--- src/hdl/ptt_pkg.sv ---
`default_nettype none

package ptt_pkg;

  localparam int SLOTS_DEF = 16;
  localparam int MAX_RES   = 16;

  localparam int OP_W    = 2;
  localparam int TASK_W  = 16;
  localparam int DELAY_W = 32;
  localparam int CNT_W   = 16;
  localparam int KIND_W  = 2;

  localparam int IN_TDATA_W  = 104;  // 98 bits of fields, padded to bytes
  localparam int OUT_TDATA_W = 24;   // 17 bits of fields, padded to bytes

  localparam logic [OP_W-1:0] OP_INSERT = 2'd0;
  localparam logic [OP_W-1:0] OP_REMOVE = 2'd1;
  localparam logic [OP_W-1:0] OP_TICK   = 2'd2;

  localparam logic [KIND_W-1:0] KIND_INSERT = 2'd0;
  localparam logic [KIND_W-1:0] KIND_REMOVE = 2'd1;
  localparam logic [KIND_W-1:0] KIND_FIRE   = 2'd2;
  localparam logic [KIND_W-1:0] KIND_QUIET  = 2'd3;

  typedef enum logic [1:0] {
    ST_IDLE,
    ST_WALK,
    ST_COMMIT,
    ST_FINISH
  } ptt_state_t;

  typedef struct packed {
    logic load;    // capture the input beat, rewind the walk
    logic walk;    // sweep the slot table
    logic commit;  // write back the insert/remove result
    logic finish;  // hand the closing result to the output register
  } ptt_cmd_t;

  typedef struct packed {
    logic            walk_done;
    logic            out_free;
    logic [OP_W-1:0] op;
  } ptt_stat_t;

endpackage

`default_nettype wire

--- src/hdl/ptt_ctrl.sv ---
`default_nettype none

module ptt_ctrl (
  input  wire                 clk,
  input  wire                 rst_n,
  input  wire                 in_tvalid,
  output logic                in_tready,
  input  ptt_pkg::ptt_stat_t  stat,
  output ptt_pkg::ptt_cmd_t   cmd
);

  ptt_pkg::ptt_state_t state_r, state_nxt;

  always_ff @(posedge clk) begin
    if (!rst_n) begin
      state_r <= ptt_pkg::ST_IDLE;
    end else begin
      state_r <= state_nxt;
    end
  end

  always_comb begin
    state_nxt = state_r;
    unique case (state_r)
      ptt_pkg::ST_IDLE: begin
        if (in_tvalid) state_nxt = ptt_pkg::ST_WALK;
      end
      ptt_pkg::ST_WALK: begin
        if (stat.walk_done) begin
          if (stat.op == ptt_pkg::OP_INSERT || stat.op == ptt_pkg::OP_REMOVE) begin
            state_nxt = ptt_pkg::ST_COMMIT;
          end else begin
            state_nxt = ptt_pkg::ST_FINISH;
          end
        end
      end
      ptt_pkg::ST_COMMIT: begin
        state_nxt = ptt_pkg::ST_FINISH;
      end
      ptt_pkg::ST_FINISH: begin
        if (stat.out_free) state_nxt = ptt_pkg::ST_IDLE;
      end
      default: state_nxt = ptt_pkg::ST_IDLE;
    endcase
  end

  always_comb begin
    in_tready  = 1'b0;
    cmd        = '0;
    unique case (state_r)
      ptt_pkg::ST_IDLE: begin
        in_tready = 1'b1;
        cmd.load  = in_tvalid;
      end
      ptt_pkg::ST_WALK:   cmd.walk   = 1'b1;
      ptt_pkg::ST_COMMIT: cmd.commit = 1'b1;
      ptt_pkg::ST_FINISH: cmd.finish = 1'b1;
      default: begin
        in_tready = 1'b0;
      end
    endcase
  end

endmodule

`default_nettype wire

--- src/hdl/ptt_dp.sv ---
`default_nettype none

module ptt_dp #(
  parameter int SLOTS = ptt_pkg::SLOTS_DEF
) (
  input  wire                                clk,
  input  wire                                rst_n,
  input  ptt_pkg::ptt_cmd_t                  cmd,
  output ptt_pkg::ptt_stat_t                 stat,
  input  wire [ptt_pkg::OP_W-1:0]            in_opcode,
  input  wire [ptt_pkg::TASK_W-1:0]          in_task_id,
  input  wire [ptt_pkg::DELAY_W-1:0]         in_delay,
  input  wire signed [ptt_pkg::CNT_W-1:0]    in_repeat,
  input  wire [ptt_pkg::DELAY_W-1:0]         in_elapsed,
  output logic                               out_valid,
  input  wire                                out_ready,
  output logic [ptt_pkg::KIND_W-1:0]         out_kind,
  output logic                               out_ok,
  output logic [ptt_pkg::TASK_W-1:0]         out_task,
  output logic                               out_last
);

  localparam int IW = (SLOTS > 1) ? $clog2(SLOTS) : 1;
  localparam int CW = $clog2(SLOTS + 1);
  localparam int NW = $clog2(ptt_pkg::MAX_RES + 1);
  localparam logic [CW-1:0] END_CNT  = CW'(SLOTS);
  localparam logic [IW-1:0] LAST_IDX = IW'(SLOTS - 1);
  localparam logic [NW-1:0] RES_CAP  = NW'(ptt_pkg::MAX_RES);

  // captured item
  logic [ptt_pkg::OP_W-1:0]         op_r;
  logic [ptt_pkg::TASK_W-1:0]       id_r;
  logic [ptt_pkg::DELAY_W-1:0]      delay_r;
  logic signed [ptt_pkg::CNT_W-1:0] rc_r;
  logic [ptt_pkg::DELAY_W-1:0]      el_r;

  // slot table
  logic [ptt_pkg::TASK_W-1:0]       mem_task   [SLOTS];
  logic [ptt_pkg::DELAY_W-1:0]      mem_reload [SLOTS];
  logic [ptt_pkg::DELAY_W-1:0]      mem_rem    [SLOTS];
  logic [ptt_pkg::CNT_W-1:0]        mem_cnt    [SLOTS];
  logic [SLOTS-1:0]                 slot_vld_r;

  // walk pipeline
  logic [CW-1:0]                    rd_cnt_r;
  logic [IW-1:0]                    rd_idx;
  logic                             iss, adv, stall, p_go;
  logic                             p_vld_r;
  logic [IW-1:0]                    p_idx_r;
  logic                             rd_v_r;
  logic [ptt_pkg::TASK_W-1:0]       rd_task_r;
  logic [ptt_pkg::DELAY_W-1:0]      rd_reload_r;
  logic [ptt_pkg::DELAY_W-1:0]      rd_rem_r;
  logic [ptt_pkg::CNT_W-1:0]        rd_cnt_data_r;

  logic [ptt_pkg::TASK_W-1:0]       s_task;
  logic [ptt_pkg::DELAY_W-1:0]      s_reload;
  logic [ptt_pkg::DELAY_W-1:0]      s_rem;
  logic signed [ptt_pkg::CNT_W-1:0] s_cnt;

  // tick arithmetic
  logic [ptt_pkg::DELAY_W:0]        diff;
  logic                             expire, tick_live, fire_rep, push_hold;
  logic signed [ptt_pkg::CNT_W-1:0] cnt_new;
  logic [ptt_pkg::DELAY_W-1:0]      rem_new;

  // insert/remove search
  logic                             match_vld_r, free_vld_r;
  logic [IW-1:0]                    match_idx_r, free_idx_r;
  logic                             hit, free_hit;

  // fire collection
  logic                             hold_vld_r;
  logic [ptt_pkg::TASK_W-1:0]       hold_task_r;
  logic [NW-1:0]                    n_r;

  // commit
  logic                             cm_ins, cm_rem, ins_ok, res_ok_r;
  logic [IW-1:0]                    cm_idx;
  logic                             we_meta, we_state;
  logic [IW-1:0]                    wr_idx;
  logic [ptt_pkg::DELAY_W-1:0]      wr_rem;
  logic [ptt_pkg::CNT_W-1:0]        wr_cnt;

  // output register
  logic                             out_busy, fin_push, out_push;
  logic                             out_valid_r;
  logic [ptt_pkg::KIND_W-1:0]       out_kind_r, fin_kind;
  logic                             out_ok_r, fin_ok;
  logic [ptt_pkg::TASK_W-1:0]       out_task_r, fin_task;
  logic                             out_last_r;

  always_ff @(posedge clk) begin
    if (cmd.load) begin
      op_r    <= in_opcode;
      id_r    <= in_task_id;
      delay_r <= in_delay;
      rc_r    <= in_repeat;
      el_r    <= in_elapsed;
    end
  end

  // ---------------- walk: stage 0 issues reads, stage 1 processes
  assign rd_idx = rd_cnt_r[IW-1:0];
  assign adv    = !stall;
  assign iss    = cmd.walk && adv && (rd_cnt_r != END_CNT);
  assign p_go   = p_vld_r && adv;

  always_ff @(posedge clk) begin
    if (!rst_n) begin
      rd_cnt_r <= '0;
      p_vld_r  <= 1'b0;
    end else if (cmd.load) begin
      rd_cnt_r <= '0;
      p_vld_r  <= 1'b0;
    end else begin
      if (iss) rd_cnt_r <= rd_cnt_r + CW'(1);
      if (adv) p_vld_r  <= iss;
    end
  end

  always_ff @(posedge clk) begin
    if (iss) begin
      p_idx_r       <= rd_idx;
      rd_v_r        <= slot_vld_r[rd_idx];
      rd_task_r     <= mem_task[rd_idx];
      rd_reload_r   <= mem_reload[rd_idx];
      rd_rem_r      <= mem_rem[rd_idx];
      rd_cnt_data_r <= mem_cnt[rd_idx];
    end
  end

  // never-written slot reads as zero
  assign s_task   = rd_v_r ? rd_task_r : '0;
  assign s_reload = rd_v_r ? rd_reload_r : '0;
  assign s_rem    = rd_v_r ? rd_rem_r : '0;
  assign s_cnt    = rd_v_r ? $signed(rd_cnt_data_r) : '0;

  // saturating countdown, then count and reload
  assign diff    = {1'b0, s_rem} - {1'b0, el_r};
  assign expire  = diff[ptt_pkg::DELAY_W] || (diff[ptt_pkg::DELAY_W-1:0] == '0);
  assign cnt_new = (expire && s_cnt > 0) ? s_cnt - 16'sd1 : s_cnt;
  assign rem_new = !expire ? diff[ptt_pkg::DELAY_W-1:0] :
                   (cnt_new != 0) ? s_reload : '0;

  assign tick_live = p_vld_r && (op_r == ptt_pkg::OP_TICK) && (s_rem != '0);
  // stall only when a fire must displace the held one and the output is full
  assign stall     = tick_live && expire && (n_r != RES_CAP) && hold_vld_r && out_busy;
  assign fire_rep  = p_go && tick_live && expire && (n_r != RES_CAP);
  assign push_hold = fire_rep && hold_vld_r;

  assign hit      = (id_r != '0) && (s_task == id_r);
  assign free_hit = (s_cnt == 0);

  always_ff @(posedge clk) begin
    if (!rst_n) begin
      match_vld_r <= 1'b0;
      free_vld_r  <= 1'b0;
      hold_vld_r  <= 1'b0;
      n_r         <= '0;
    end else if (cmd.load) begin
      match_vld_r <= 1'b0;
      free_vld_r  <= 1'b0;
      hold_vld_r  <= 1'b0;
      n_r         <= '0;
    end else begin
      if (p_go && hit && !match_vld_r)     match_vld_r <= 1'b1;
      if (p_go && free_hit && !free_vld_r) free_vld_r  <= 1'b1;
      if (fire_rep) begin
        hold_vld_r <= 1'b1;
        n_r        <= n_r + NW'(1);
      end
    end
  end

  always_ff @(posedge clk) begin
    if (p_go && hit && !match_vld_r)     match_idx_r <= p_idx_r;
    if (p_go && free_hit && !free_vld_r) free_idx_r  <= p_idx_r;
    if (fire_rep)                        hold_task_r <= s_task;
  end

  // ---------------- commit of insert / remove
  assign cm_ins = cmd.commit && (op_r == ptt_pkg::OP_INSERT);
  assign cm_rem = cmd.commit && (op_r == ptt_pkg::OP_REMOVE);
  assign ins_ok = (id_r != '0) && (match_vld_r || free_vld_r);
  assign cm_idx = match_vld_r ? match_idx_r : free_idx_r;

  assign we_meta  = cm_ins && ins_ok;
  assign we_state = (p_go && tick_live) || we_meta || (cm_rem && match_vld_r);
  assign wr_idx   = cmd.commit ? cm_idx : p_idx_r;
  assign wr_rem   = cmd.commit ? (cm_ins ? delay_r : '0) : rem_new;
  assign wr_cnt   = cmd.commit ? (cm_ins ? rc_r : '0) : cnt_new;

  always_ff @(posedge clk) begin
    if (we_meta) begin
      mem_task[wr_idx]   <= id_r;
      mem_reload[wr_idx] <= delay_r;
    end
    if (we_state) begin
      mem_rem[wr_idx] <= wr_rem;
      mem_cnt[wr_idx] <= wr_cnt;
    end
    if (cmd.commit) res_ok_r <= cm_ins ? ins_ok : match_vld_r;
  end

  always_ff @(posedge clk) begin
    if (!rst_n) begin
      slot_vld_r <= '0;
    end else if (we_meta) begin
      slot_vld_r[wr_idx] <= 1'b1;
    end
  end

  // ---------------- output register
  assign out_busy = out_valid_r && !out_ready;
  assign fin_push = cmd.finish && !out_busy;
  assign out_push = push_hold || fin_push;

  always_comb begin
    fin_kind = ptt_pkg::KIND_QUIET;
    fin_ok   = 1'b0;
    fin_task = '0;
    case (op_r)
      ptt_pkg::OP_INSERT: begin
        fin_kind = ptt_pkg::KIND_INSERT;
        fin_ok   = res_ok_r;
      end
      ptt_pkg::OP_REMOVE: begin
        fin_kind = ptt_pkg::KIND_REMOVE;
        fin_ok   = res_ok_r;
      end
      ptt_pkg::OP_TICK: begin
        if (hold_vld_r) begin
          fin_kind = ptt_pkg::KIND_FIRE;
          fin_task = hold_task_r;
        end
      end
      default: fin_kind = ptt_pkg::KIND_QUIET;
    endcase
  end

  always_ff @(posedge clk) begin
    if (!rst_n) begin
      out_valid_r <= 1'b0;
    end else if (out_push) begin
      out_valid_r <= 1'b1;
    end else if (out_ready) begin
      out_valid_r <= 1'b0;
    end
  end

  always_ff @(posedge clk) begin
    if (push_hold) begin
      out_kind_r <= ptt_pkg::KIND_FIRE;
      out_ok_r   <= 1'b0;
      out_task_r <= hold_task_r;
      out_last_r <= 1'b0;
    end else if (fin_push) begin
      out_kind_r <= fin_kind;
      out_ok_r   <= fin_ok;
      out_task_r <= fin_task;
      out_last_r <= 1'b1;
    end
  end

  assign out_valid = out_valid_r;
  assign out_kind  = out_kind_r;
  assign out_ok    = out_ok_r;
  assign out_task  = out_task_r;
  assign out_last  = out_last_r;

  assign stat.walk_done = p_go && (p_idx_r == LAST_IDX);
  assign stat.out_free  = !out_busy;
  assign stat.op        = op_r;

  // ---------------- checks
  a_pipe_in_walk: assert property (@(posedge clk) disable iff (!rst_n)
    p_vld_r |-> cmd.walk)
    else $error("slot pipeline busy outside the walk");

  a_res_cap: assert property (@(posedge clk) disable iff (!rst_n)
    n_r <= RES_CAP)
    else $error("fire counter past the result cap");

  a_push_free: assert property (@(posedge clk) disable iff (!rst_n)
    out_push |-> !(out_valid_r && !out_ready))
    else $error("output register overwritten while stalled");

  a_walk_end: assert property (@(posedge clk) disable iff (!rst_n)
    stat.walk_done |-> rd_cnt_r == END_CNT)
    else $error("walk ended before every slot was read");

  a_hold_count: assert property (@(posedge clk) disable iff (!rst_n)
    hold_vld_r |-> n_r != '0)
    else $error("held fire without a counted result");

endmodule

`default_nettype wire

--- src/hdl/periodic_task_timer_table.sv ---
`default_nettype none

// Timer slot table: insert/update, remove and tick commands on one stream.
// in_*  : one beat per command (opcode, task id, delay, repeat count, elapsed).
// out_* : result beats. tuser carries the result kind, tlast closes the
//         results of one command. Insert/remove/unknown answer one beat; a
//         tick answers one beat per expiring slot in slot order (at most
//         MAX_RES), or a single "nothing fired" beat.
// Timing: every command sweeps the table one slot per cycle through a
// registered-read slot memory, unless a stalled output holds the sweep;
// insert/remove add a write-back state before the closing result. The
// sweep sets the rate; in_tready is high only between commands.
// Fire beats leave through a one-deep hold plus the output register: the
// sweep pauses only when a new fire meets a full hold and a full output register.
// Reset: rst_n (synchronous) marks every slot empty; entries read back as
// zero until first written, so no clearing pass is needed.
// Back-pressure: out_tready low holds the current beat; the next command is
// taken while its predecessor's last beat still waits.

module periodic_task_timer_table #(
  parameter int SLOTS = ptt_pkg::SLOTS_DEF
) (
  input  wire                                 clk,
  input  wire                                 rst_n,
  // in_tdata, from bit 0: opcode[1:0], task_id[17:2], delay_ticks[49:18],
  // repeat_count[65:50], elapsed[97:66], zero pad
  input  wire [ptt_pkg::IN_TDATA_W-1:0]       in_tdata,
  input  wire                                 in_tvalid,
  output logic                                in_tready,
  // out_tdata, from bit 0: ok[0], fired_task[16:1], zero pad
  output logic [ptt_pkg::OUT_TDATA_W-1:0]     out_tdata,
  // out_tuser: kind[1:0]
  output logic [ptt_pkg::KIND_W-1:0]          out_tuser,
  output logic                                out_tlast,
  output logic                                out_tvalid,
  input  wire                                 out_tready
);

  ptt_pkg::ptt_cmd_t  cmd;
  ptt_pkg::ptt_stat_t stat;

  logic                       res_ok;
  logic [ptt_pkg::TASK_W-1:0] res_task;

  ptt_ctrl u_ctrl (
    .clk       (clk),
    .rst_n     (rst_n),
    .in_tvalid (in_tvalid),
    .in_tready (in_tready),
    .stat      (stat),
    .cmd       (cmd)
  );

  ptt_dp #(
    .SLOTS (SLOTS)
  ) u_dp (
    .clk        (clk),
    .rst_n      (rst_n),
    .cmd        (cmd),
    .stat       (stat),
    .in_opcode  (in_tdata[1:0]),
    .in_task_id (in_tdata[17:2]),
    .in_delay   (in_tdata[49:18]),
    .in_repeat  ($signed(in_tdata[65:50])),
    .in_elapsed (in_tdata[97:66]),
    .out_valid  (out_tvalid),
    .out_ready  (out_tready),
    .out_kind   (out_tuser),
    .out_ok     (res_ok),
    .out_task   (res_task),
    .out_last   (out_tlast)
  );

  assign out_tdata = {7'd0, res_task, res_ok};

endmodule

`default_nettype wire
--- config.mk ---
export PLATFORM = sky130hd
export DESIGN_NAME = periodic_task_timer_table
export DESIGN_NICKNAME = d
export VERILOG_FILES = /design/src/hdl/ptt_pkg.sv /design/src/hdl/ptt_ctrl.sv /design/src/hdl/ptt_dp.sv /design/src/hdl/periodic_task_timer_table.sv
export SDC_FILE = /design/constraint.sdc
export NUM_CORES = 2
export LEC_CHECK = 0
export ABC_AREA = 1
export ABC_CLOCK_PERIOD_IN_PS = 5200
export BUFFER_PORTS_ARGS = -buffer_cell sky130_fd_sc_hd__buf_2
export CORE_AREA = 4 4 367 369
export DETAILED_ROUTE_END_ITERATION = 8
export DIE_AREA = 0 0 371 373
export GPL_TIMING_DRIVEN = 0
export MAX_ROUTING_LAYER = met4
export PLACE_DENSITY = 0.77
export SLEW_MARGIN = 40
export SYNTH_ARGS = -nofsm -noshare
export SYNTH_HDL_FRONTEND = slang
export SYNTH_SLANG_ARGS = --single-unit
--- constraint.sdc ---
create_clock -name clk -period 5.2 [get_ports clk]
set_input_delay 0.52 -clock clk [delete_from_list [all_inputs] [get_ports clk]]
set_output_delay 0.52 -clock clk [all_outputs]
set_load 0.02 [all_outputs]
* After elaboration in Yosys (flattened, before gate mapping)
Memory sizes are Yosys's and may differ from the RTL's. A register that Yosys moved wholly into a read port is not among the register bits.
Index checks and enable logic that the tools add are counted.
** Operators by class
- Add/subtract/negate cells :: 4
- $mul :: 0
- Divide/modulo/power cells :: 0
- Order comparisons :: 4
- Equal/unequal tests :: 12
- Shifts and indexed selects :: 0
- Mux-type cells :: 41
- Bitwise operators :: 2
- Reduce and logical (&&, ||, !) cells :: 51
** Operators by type and width (number)
- $mux W32 :: 6
- $mux W16 :: 9
- $logic_not A32 Y1 :: 2
- $reduce_bool A32 Y1 :: 2
- $sub A32 B32 Y33 :: 1
- $logic_and A1 B1 Y1 :: 28
- $mux W1 :: 17
- $eq A16 B16 Y1 :: 1
- $gt A16 B1 Y1 const B :: 1
- $or A16 B16 Y16 :: 1
- $reduce_bool A16 Y1 :: 1
- $sub A16 B2 Y16 const B :: 1
- $add A5 B1 Y5 const B :: 2
- $lt A4 B5 Y1 const B :: 2
- $ne A5 B5 Y1 const B :: 2
- $mux W4 :: 2
- $pmux W2 S4 :: 1
- $eq A2 B2 Y1 const B :: 3
- $logic_or A1 B1 Y1 :: 6
- $mux W2 :: 3
- $ne A2 B2 Y1 const B :: 3
- $pmux W2 S3 :: 1
- $logic_not A1 Y1 :: 5
- $bmux W1 S4 :: 1
- 9 further kinds :: 13
** Storage, ports and cells
- Bits in registers :: 181
- Bits in latches :: 0
- Bits in writable memories :: 1536
- Bits in read-only memories :: 0
- Input bits :: 108
- Logic and storage cells :: 142
- Memories kept :: 4
** Memories
- u_dp.mem_reload :: words 16, width 32, read ports 1, clocked after Yosys merged registers in 1, wr ports 1, line ptt_dp.sv:39 : logic [ptt_pkg::DELAY_W-1:0] mem_reload [SLOTS];
- u_dp.mem_rem :: words 16, width 32, read ports 1, clocked after Yosys merged registers in 1, wr ports 1, line ptt_dp.sv:40 : logic [ptt_pkg::DELAY_W-1:0] mem_rem [SLOTS];
- u_dp.mem_cnt :: words 16, width 16, read ports 1, clocked after Yosys merged registers in 1, wr ports 1, line ptt_dp.sv:41 : logic [ptt_pkg::CNT_W-1:0] mem_cnt [SLOTS];
- u_dp.mem_task :: words 16, width 16, read ports 1, clocked after Yosys merged registers in 1, wr ports 1, line ptt_dp.sv:38 : logic [ptt_pkg::TASK_W-1:0] mem_task [SLOTS];

* Depth between registers and ports, before layout
- Word-level depth :: 16
- Depth in mapped cells :: 36
- Depth with buffers taken out :: 30

* Modules after synthesis
Synthesis repeated with hierarchy kept, for this count alone.
** Unflattened totals
- Cell total of the unflattened synthesis :: 6050
- Area, all modules :: 73311.6 um^2
** By module, submodules not included
- ptt_dp :: instances 1, cells an instance 6010, area an instance 73045.1 um^2, seq. area each 54031.8 um^2
- ptt_ctrl :: instances 1, cells an instance 31, area an instance 202.7 um^2, seq. area each 40.0 um^2
- periodic_task_timer_table :: instances 1, cells an instance 9, area an instance 63.8 um^2, seq. area each 0.0 um^2

* Least setup slack after synthesis
Ideal clock, no wire load.
- Path kind :: register to register
- Start :: reg u_dp.rd_v_r
- End :: mem u_dp.mem_cnt[10][0] (netlist bit), enable pin
- Data arrival time :: 5222 ps
- Data required time :: 4746 ps
- Slack :: -476 ps
- Cell stages (with the launch flop) :: 28
- Period minus slack after synthesis :: 5676 ps
- Cell sequence :: edfxtp_1 -> buf_2 -> buf_2 -> buf_2 -> nand2_1 -> ha_1 -> inv_1 -> fa_1 -> nand3_1 -> nand3_2 -> nand2_1 -> nand2_1 -> nand3_1 -> nand2_1 -> nand2_1 -> nand2_1 -> nand2_1 -> nand2_1 -> nand2_1 -> nor2_2 -> nand3_2 -> a21oi_2 -> nand3_1 -> nand2_1 -> o21ai_0 -> a41oi_2 -> buf_2 -> nor2_1
** On the way
- Cells in the longest elaborated chain, start to end :: 15
- Elaborated cells between the ends (all ways) :: 17
- Classes of those cells :: 1 x add/sub; 3 x mux; 13 x reduce/logical
** RTL lines
- start, declared :: line ptt_dp.sv:50 : logic rd_v_r;
- start signal, assigned :: line ptt_dp.sv:125 : rd_v_r <= slot_vld_r[rd_idx];
- $mux W32 * :: line ptt_dp.sv:136 : assign s_rem = rd_v_r ? rd_rem_r : '0;
- $sub A32 B32 Y33 :: line ptt_dp.sv:140 : assign diff = {1'b0, s_rem} - {1'b0, el_r};
- $logic_not A32 Y1 :: line ptt_dp.sv:141 : assign expire = diff[ptt_pkg::DELAY_W] || (diff[ptt_pkg::DELAY_W-1:0] == '0);
- $logic_or A1 B1 Y1 :: line ptt_dp.sv:141
- $logic_and A1 B1 Y1 (4 in series) :: line ptt_dp.sv:148 : assign stall = tick_live && expire && (n_r != RES_CAP) && hold_vld_r && out_busy;
- $logic_not A1 Y1 :: line ptt_dp.sv:105 : assign adv = !stall;
- $logic_and A1 B1 Y1 :: line ptt_dp.sv:107 : assign p_go = p_vld_r && adv;
- $logic_and A1 B1 Y1 * :: line ptt_dp.sv:189 : assign we_state = (p_go && tick_live) || we_meta || (cm_rem && match_vld_r);
- $logic_or A1 B1 Y1 * (2 in series) :: line ptt_dp.sv:189
- $mux W1 * :: line ptt_dp.sv:199 : if (we_state) begin
- $mux W1 (implied by the code) * :: line ptt_dp.sv:201 : mem_cnt[wr_idx] <= wr_cnt;
- end, declared :: line ptt_dp.sv:41
Every way passes the cells marked *; elsewhere a longest branch is shown, timed or not.

* Worst setup path in the final report
- Start :: reg u_dp.rd_v_r
- End :: mem u_dp.mem_cnt[3][7] (netlist bit), enable pin
Same word-level chain as after synthesis.

==> flow_summary.rst <==
.. list-table::
   :header-rows: 1

   * - Metric
     - Value
   * - Run status
     - finished, final reports clean
   * - Synthesized netlist cell count
     - around 6000
   * - Clock buffer count from CTS
     - between 150 and 200
   * - Post-synthesis sequential area ratio
     - 0.738
   * - Final Cycle Share
     - 0.973
   * - Utilization after layout
     - 0.661
   * - Iter 0 DRT Violations
     - 8406
   * - Antenna violations before repair
     - 13
   * - Largest area contributor in the synthesized netlist
     - edfxtp_1
   * - Fin Clk Skew
     - ~45 ps
   * - Most used standard cells in the synthesized netlist
     - edfxtp_1 (1776), nor2_1 (1014), nand2_1 (990)
   * - Leak
     - around 31 nW
   * - Effective utilization at floorplan
     - 0.558
   * - Worst relative slew slack
     - 0.325
   * - Drt via density
     - between 6 and 7
   * - Clock root buffer master
     - clkbuf_16
   * - Top Ports
     - between 100 and 150
   * - EDFF count, synth
     - ~1800
   * - Synth Area in Compound Gates
     - 0.0936
   * - Max Buffers Root-to-Sink
     - 3
   * - Synth top area share
     - 0.728
   * - Flops & latches, synth
     - between 1500 and 2000
   * - Wire per inst
     - around 27 um
   * - Clk slew on worst S/H paths
     - 60 ps
   * - Max Transition Viols Final
     - 0
   * - Number of vias in the routed layout
     - roughly 53000
   * - H-Tree Depth
     - 4
   * - DR pass1 iterations
     - 9
   * - Synth Area in Simple Gates
     - 0.123
   * - Number of distinct library cell variants in the gate-level netlist after synthesis
     - 50
   * - Die Width
     - roughly 370 um
   * - Estimated wirelength of the detail-placed design
     - approximately 160000 um
   * - R2R Setup Slk
     - ~140 ps
   * - Total chip power
     - about 44 mW
   * - Global routing met3 resource utilization
     - 0.109
   * - Worst path required time
     - just under 6000 ps
   * - Cell at the slowest stage of the critical path
     - fa_2
   * - TritonCTS Sinks
     - around 1800
   * - Delay of the slowest critical-path stage
     - ~400 ps
   * - Main combinational cell family by area after synthesis
     - simple AND/OR/NAND/NOR gates
   * - Highest clock rate
     - 198 MHz
   * - Pwr/cell area
     - between 500 and 600 mW/mm^2
   * - Most Frequent Cell on Critical Path
     - nand2_1
   * - Peak supply drop
     - 0.364 mV
   * - Die height
     - between 300 and 400 um
   * - Port buffer count
     - 123
   * - GRT met2 Usage
     - 0.504
   * - Proportion of layout cells with a drive suffix above 1
     - 0.120
   * - Endpoint arrival time on the critical path
     - 5630 ps
   * - Peak-usage layer in the global routing report
     - met2
   * - Adder and majority gate portion of the synthesized area
     - 0.00762
   * - Area grow syn2layout
     - 18.4%
   * - CP endpoint kind
     - flip-flop
   * - Final-report setup violation count
     - 0
   * - Total die area
     - roughly 0.14 sq mm
   * - Number of warnings issued by yosys
     - 0
   * - Core Footprint
     - approximately 0.13 sq mm
   * - Main flop type after synthesis
     - edfxtp_1
   * - Most frequent cell after synthesis
     - edfxtp_1
   * - Share of cell area taken by muxes after synthesis
     - 0
   * - Class of the tightest hold or removal check
     - primary input to flip-flop
   * - Maximum number of pins on one net before global-route repair
     - 60
   * - Via count of the first global-routing pass
     - between 50000 and 60000
   * - Met1 Use GR
     - 0.409
   * - Post-synthesis instance area
     - roughly 0.073 sq mm
   * - Tot GR Track Use
     - 0.336
   * - Post-synth ARST share
     - 0
   * - Top cells by area in the synthesized netlist
     - edfxtp_1 (73%), o21ai_0 (5.4%), nor2_1 (5.2%)
   * - Type of element launching the critical path
     - flip-flop
   * - DRT Wirelength
     - roughly 230000 um
   * - Total Nets Final
     - 6717
   * - Number of max-capacitance violations reported
     - 0
   * - Post-layout min period
     - around 5100 ps
   * - Wire length of the first global-routing pass
     - around 330000 um
   * - Post-synthesis xor/xnor area fraction
     - 0.00347
   * - Drc violations
     - 0
   * - Gpl congestion
     - between 0.9 and 1
   * - Grt total ovfl
     - 0
   * - Kind of critical path
     - flip-flop to flip-flop
   * - Clock tree from TritonCTS
     - built
   * - Site row count
     - around 130
   * - Count of nets left with antenna violations after detail routing
     - 0
   * - Critical path fanouts, max
     - 15
   * - Synth Area per Inst
     - approximately 12 sq um
   * - Hold violation count in the final report
     - 0
   * - Slew at the pin closest to its max-slew limit
     - slightly above 1000 ps
   * - Source-to-sink clock delay at the later pin of the worst-skew pair
     - approximately 830 ps
-- cells by family after synthesis --
group,count (synthesis)
flops,1813
simple gates,2244
buf+inv,646
other cells,1
fa+ha+maj,44
compound gates,1246
xor+xnor,29
-- what timing repair did --
action	CTS	global route
hold buffers	98	0
resized for setup	107	119
hold endpoints to repair	98	0
buffers inserted	10	18
pin swaps	5	17
gates cloned	0	1
endpoints found under the setup margin	1644	1186
-- metal layers --
layer | vias up | part of all wire
met3 | 882 | 0.15
met1 | 25100 | 0.34
met4 | 0 | 0.059
li1 | 22600 | -
met2 | 4265 | 0.45
met5 | - | 0
-- layout make-up --
cell class                      count  area [sq um]
Sequential cell                  1813         54100
Fill cell                        9001         44400
Multi-Input combinational cell   3571         17800
Clock buffer                      224          4710
Timing Repair Buffer              357          4010
Tap cell                         1755          2200
Buffer                            347          1520
Clock inverter                    105          1220
Inverter                          298          1130
Antenna cell                       15          37.5
-- worst max-delay path, delay by kind of cell (launching register included) --
kind / cells / cell delay (ps)
AND/OR/NAND/NOR: 16 / 1760
AO/OA/AOI/OAI: 3 / 660
adder cells (fa/ha/maj): 1 / 400
flip-flops: 1 / 360
buffers and inverters: 9 / 1550
-- per-stage QoR --
step / TNS (ps) / area, sq um / worst slack (ps) / hold slack [ps] / instances
4_1_cts: 0 / 86000 / 21.7 / 14.6 / 8452
6_report: 0 / 86700 / 143 / 84.4 / 8485
5_1_grt: -2160 / 86700 / -46.1 / 54.2 / 8480
3_5_place_dp: -1642210 / 78600 / -1660 / 418 / 8015
2_1_floorplan: -315900 / 73200 / -476 / 406 / 6029
3_3_place_gp: -6051800 / 76100 / -4280 / 417 / 7907
-- placed cells by master, fill, tap and decap left out, drive strengths merged, types with 2 or more instances in the layout --
cell type / n
a221oi: 2
o22ai: 391
xor2: 21
a211oi: 2
edfxtp: 1776
conb: 7
nand2: 999
inv: 309
nor4: 4
diode: 15
nor3: 12
a21oi: 28
clkinvlp: 10
clkbuf: 548
nand3b: 7
dlygate4sd3: 98
bufinv: 21
nand4: 118
nand3: 73
ha: 43
nor2: 1021
xnor2: 8
a31oi: 3
dfxtp: 37
a22o: 16
or2: 7
o21ai: 794
buf: 282
o2111ai: 2
clkinv: 63
nor3b: 2
-- sequential cells by signal (all words and copies together), names as in the netlist, 5 cells and up --
name / count
u_dp.delay_r: 32
u_dp.el_r: 32
u_dp.hold_task_r: 16
u_dp.id_r: 16
u_dp.mem_cnt: 256
u_dp.mem_reload: 512
u_dp.mem_rem: 512
u_dp.mem_task: 256
u_dp.n_r: 5
u_dp.out_task: 16
u_dp.rc_r: 16
u_dp.rd_cnt_data_r: 16
u_dp.rd_cnt_r: 5
u_dp.rd_reload_r: 32
u_dp.rd_rem_r: 32
u_dp.rd_task_r: 16
u_dp.slot_vld_r: 16
-- final timing paths --
| path | start | to | cells after the start |
|---|---|---|---|
| worst max-delay path | u_dp.rd_v_r$_DFFE_PP_ | u_dp.mem_cnt[3][7]$_DFFE_PP_ | 29 |
| worst min-delay path | rst_n | u_ctrl.state_r[1]$_SDFFE_PN0P_ | 3 |
| worst max register to register | u_dp.rd_v_r$_DFFE_PP_ | u_dp.mem_cnt[3][7]$_DFFE_PP_ | 29 |
| worst min register to register | u_dp.rd_cnt_r[3]$_SDFFE_PP0P_ | u_dp.p_idx_r[3]$_DFFE_PP_ | 0 |
-- power by group --
part,internal [mW],switching (mW)
sequential,18.3,0.639
combinational,2.93,9.04
clock,7.52,5.66
Note: power is estimated with default switching activity, not from simulation.
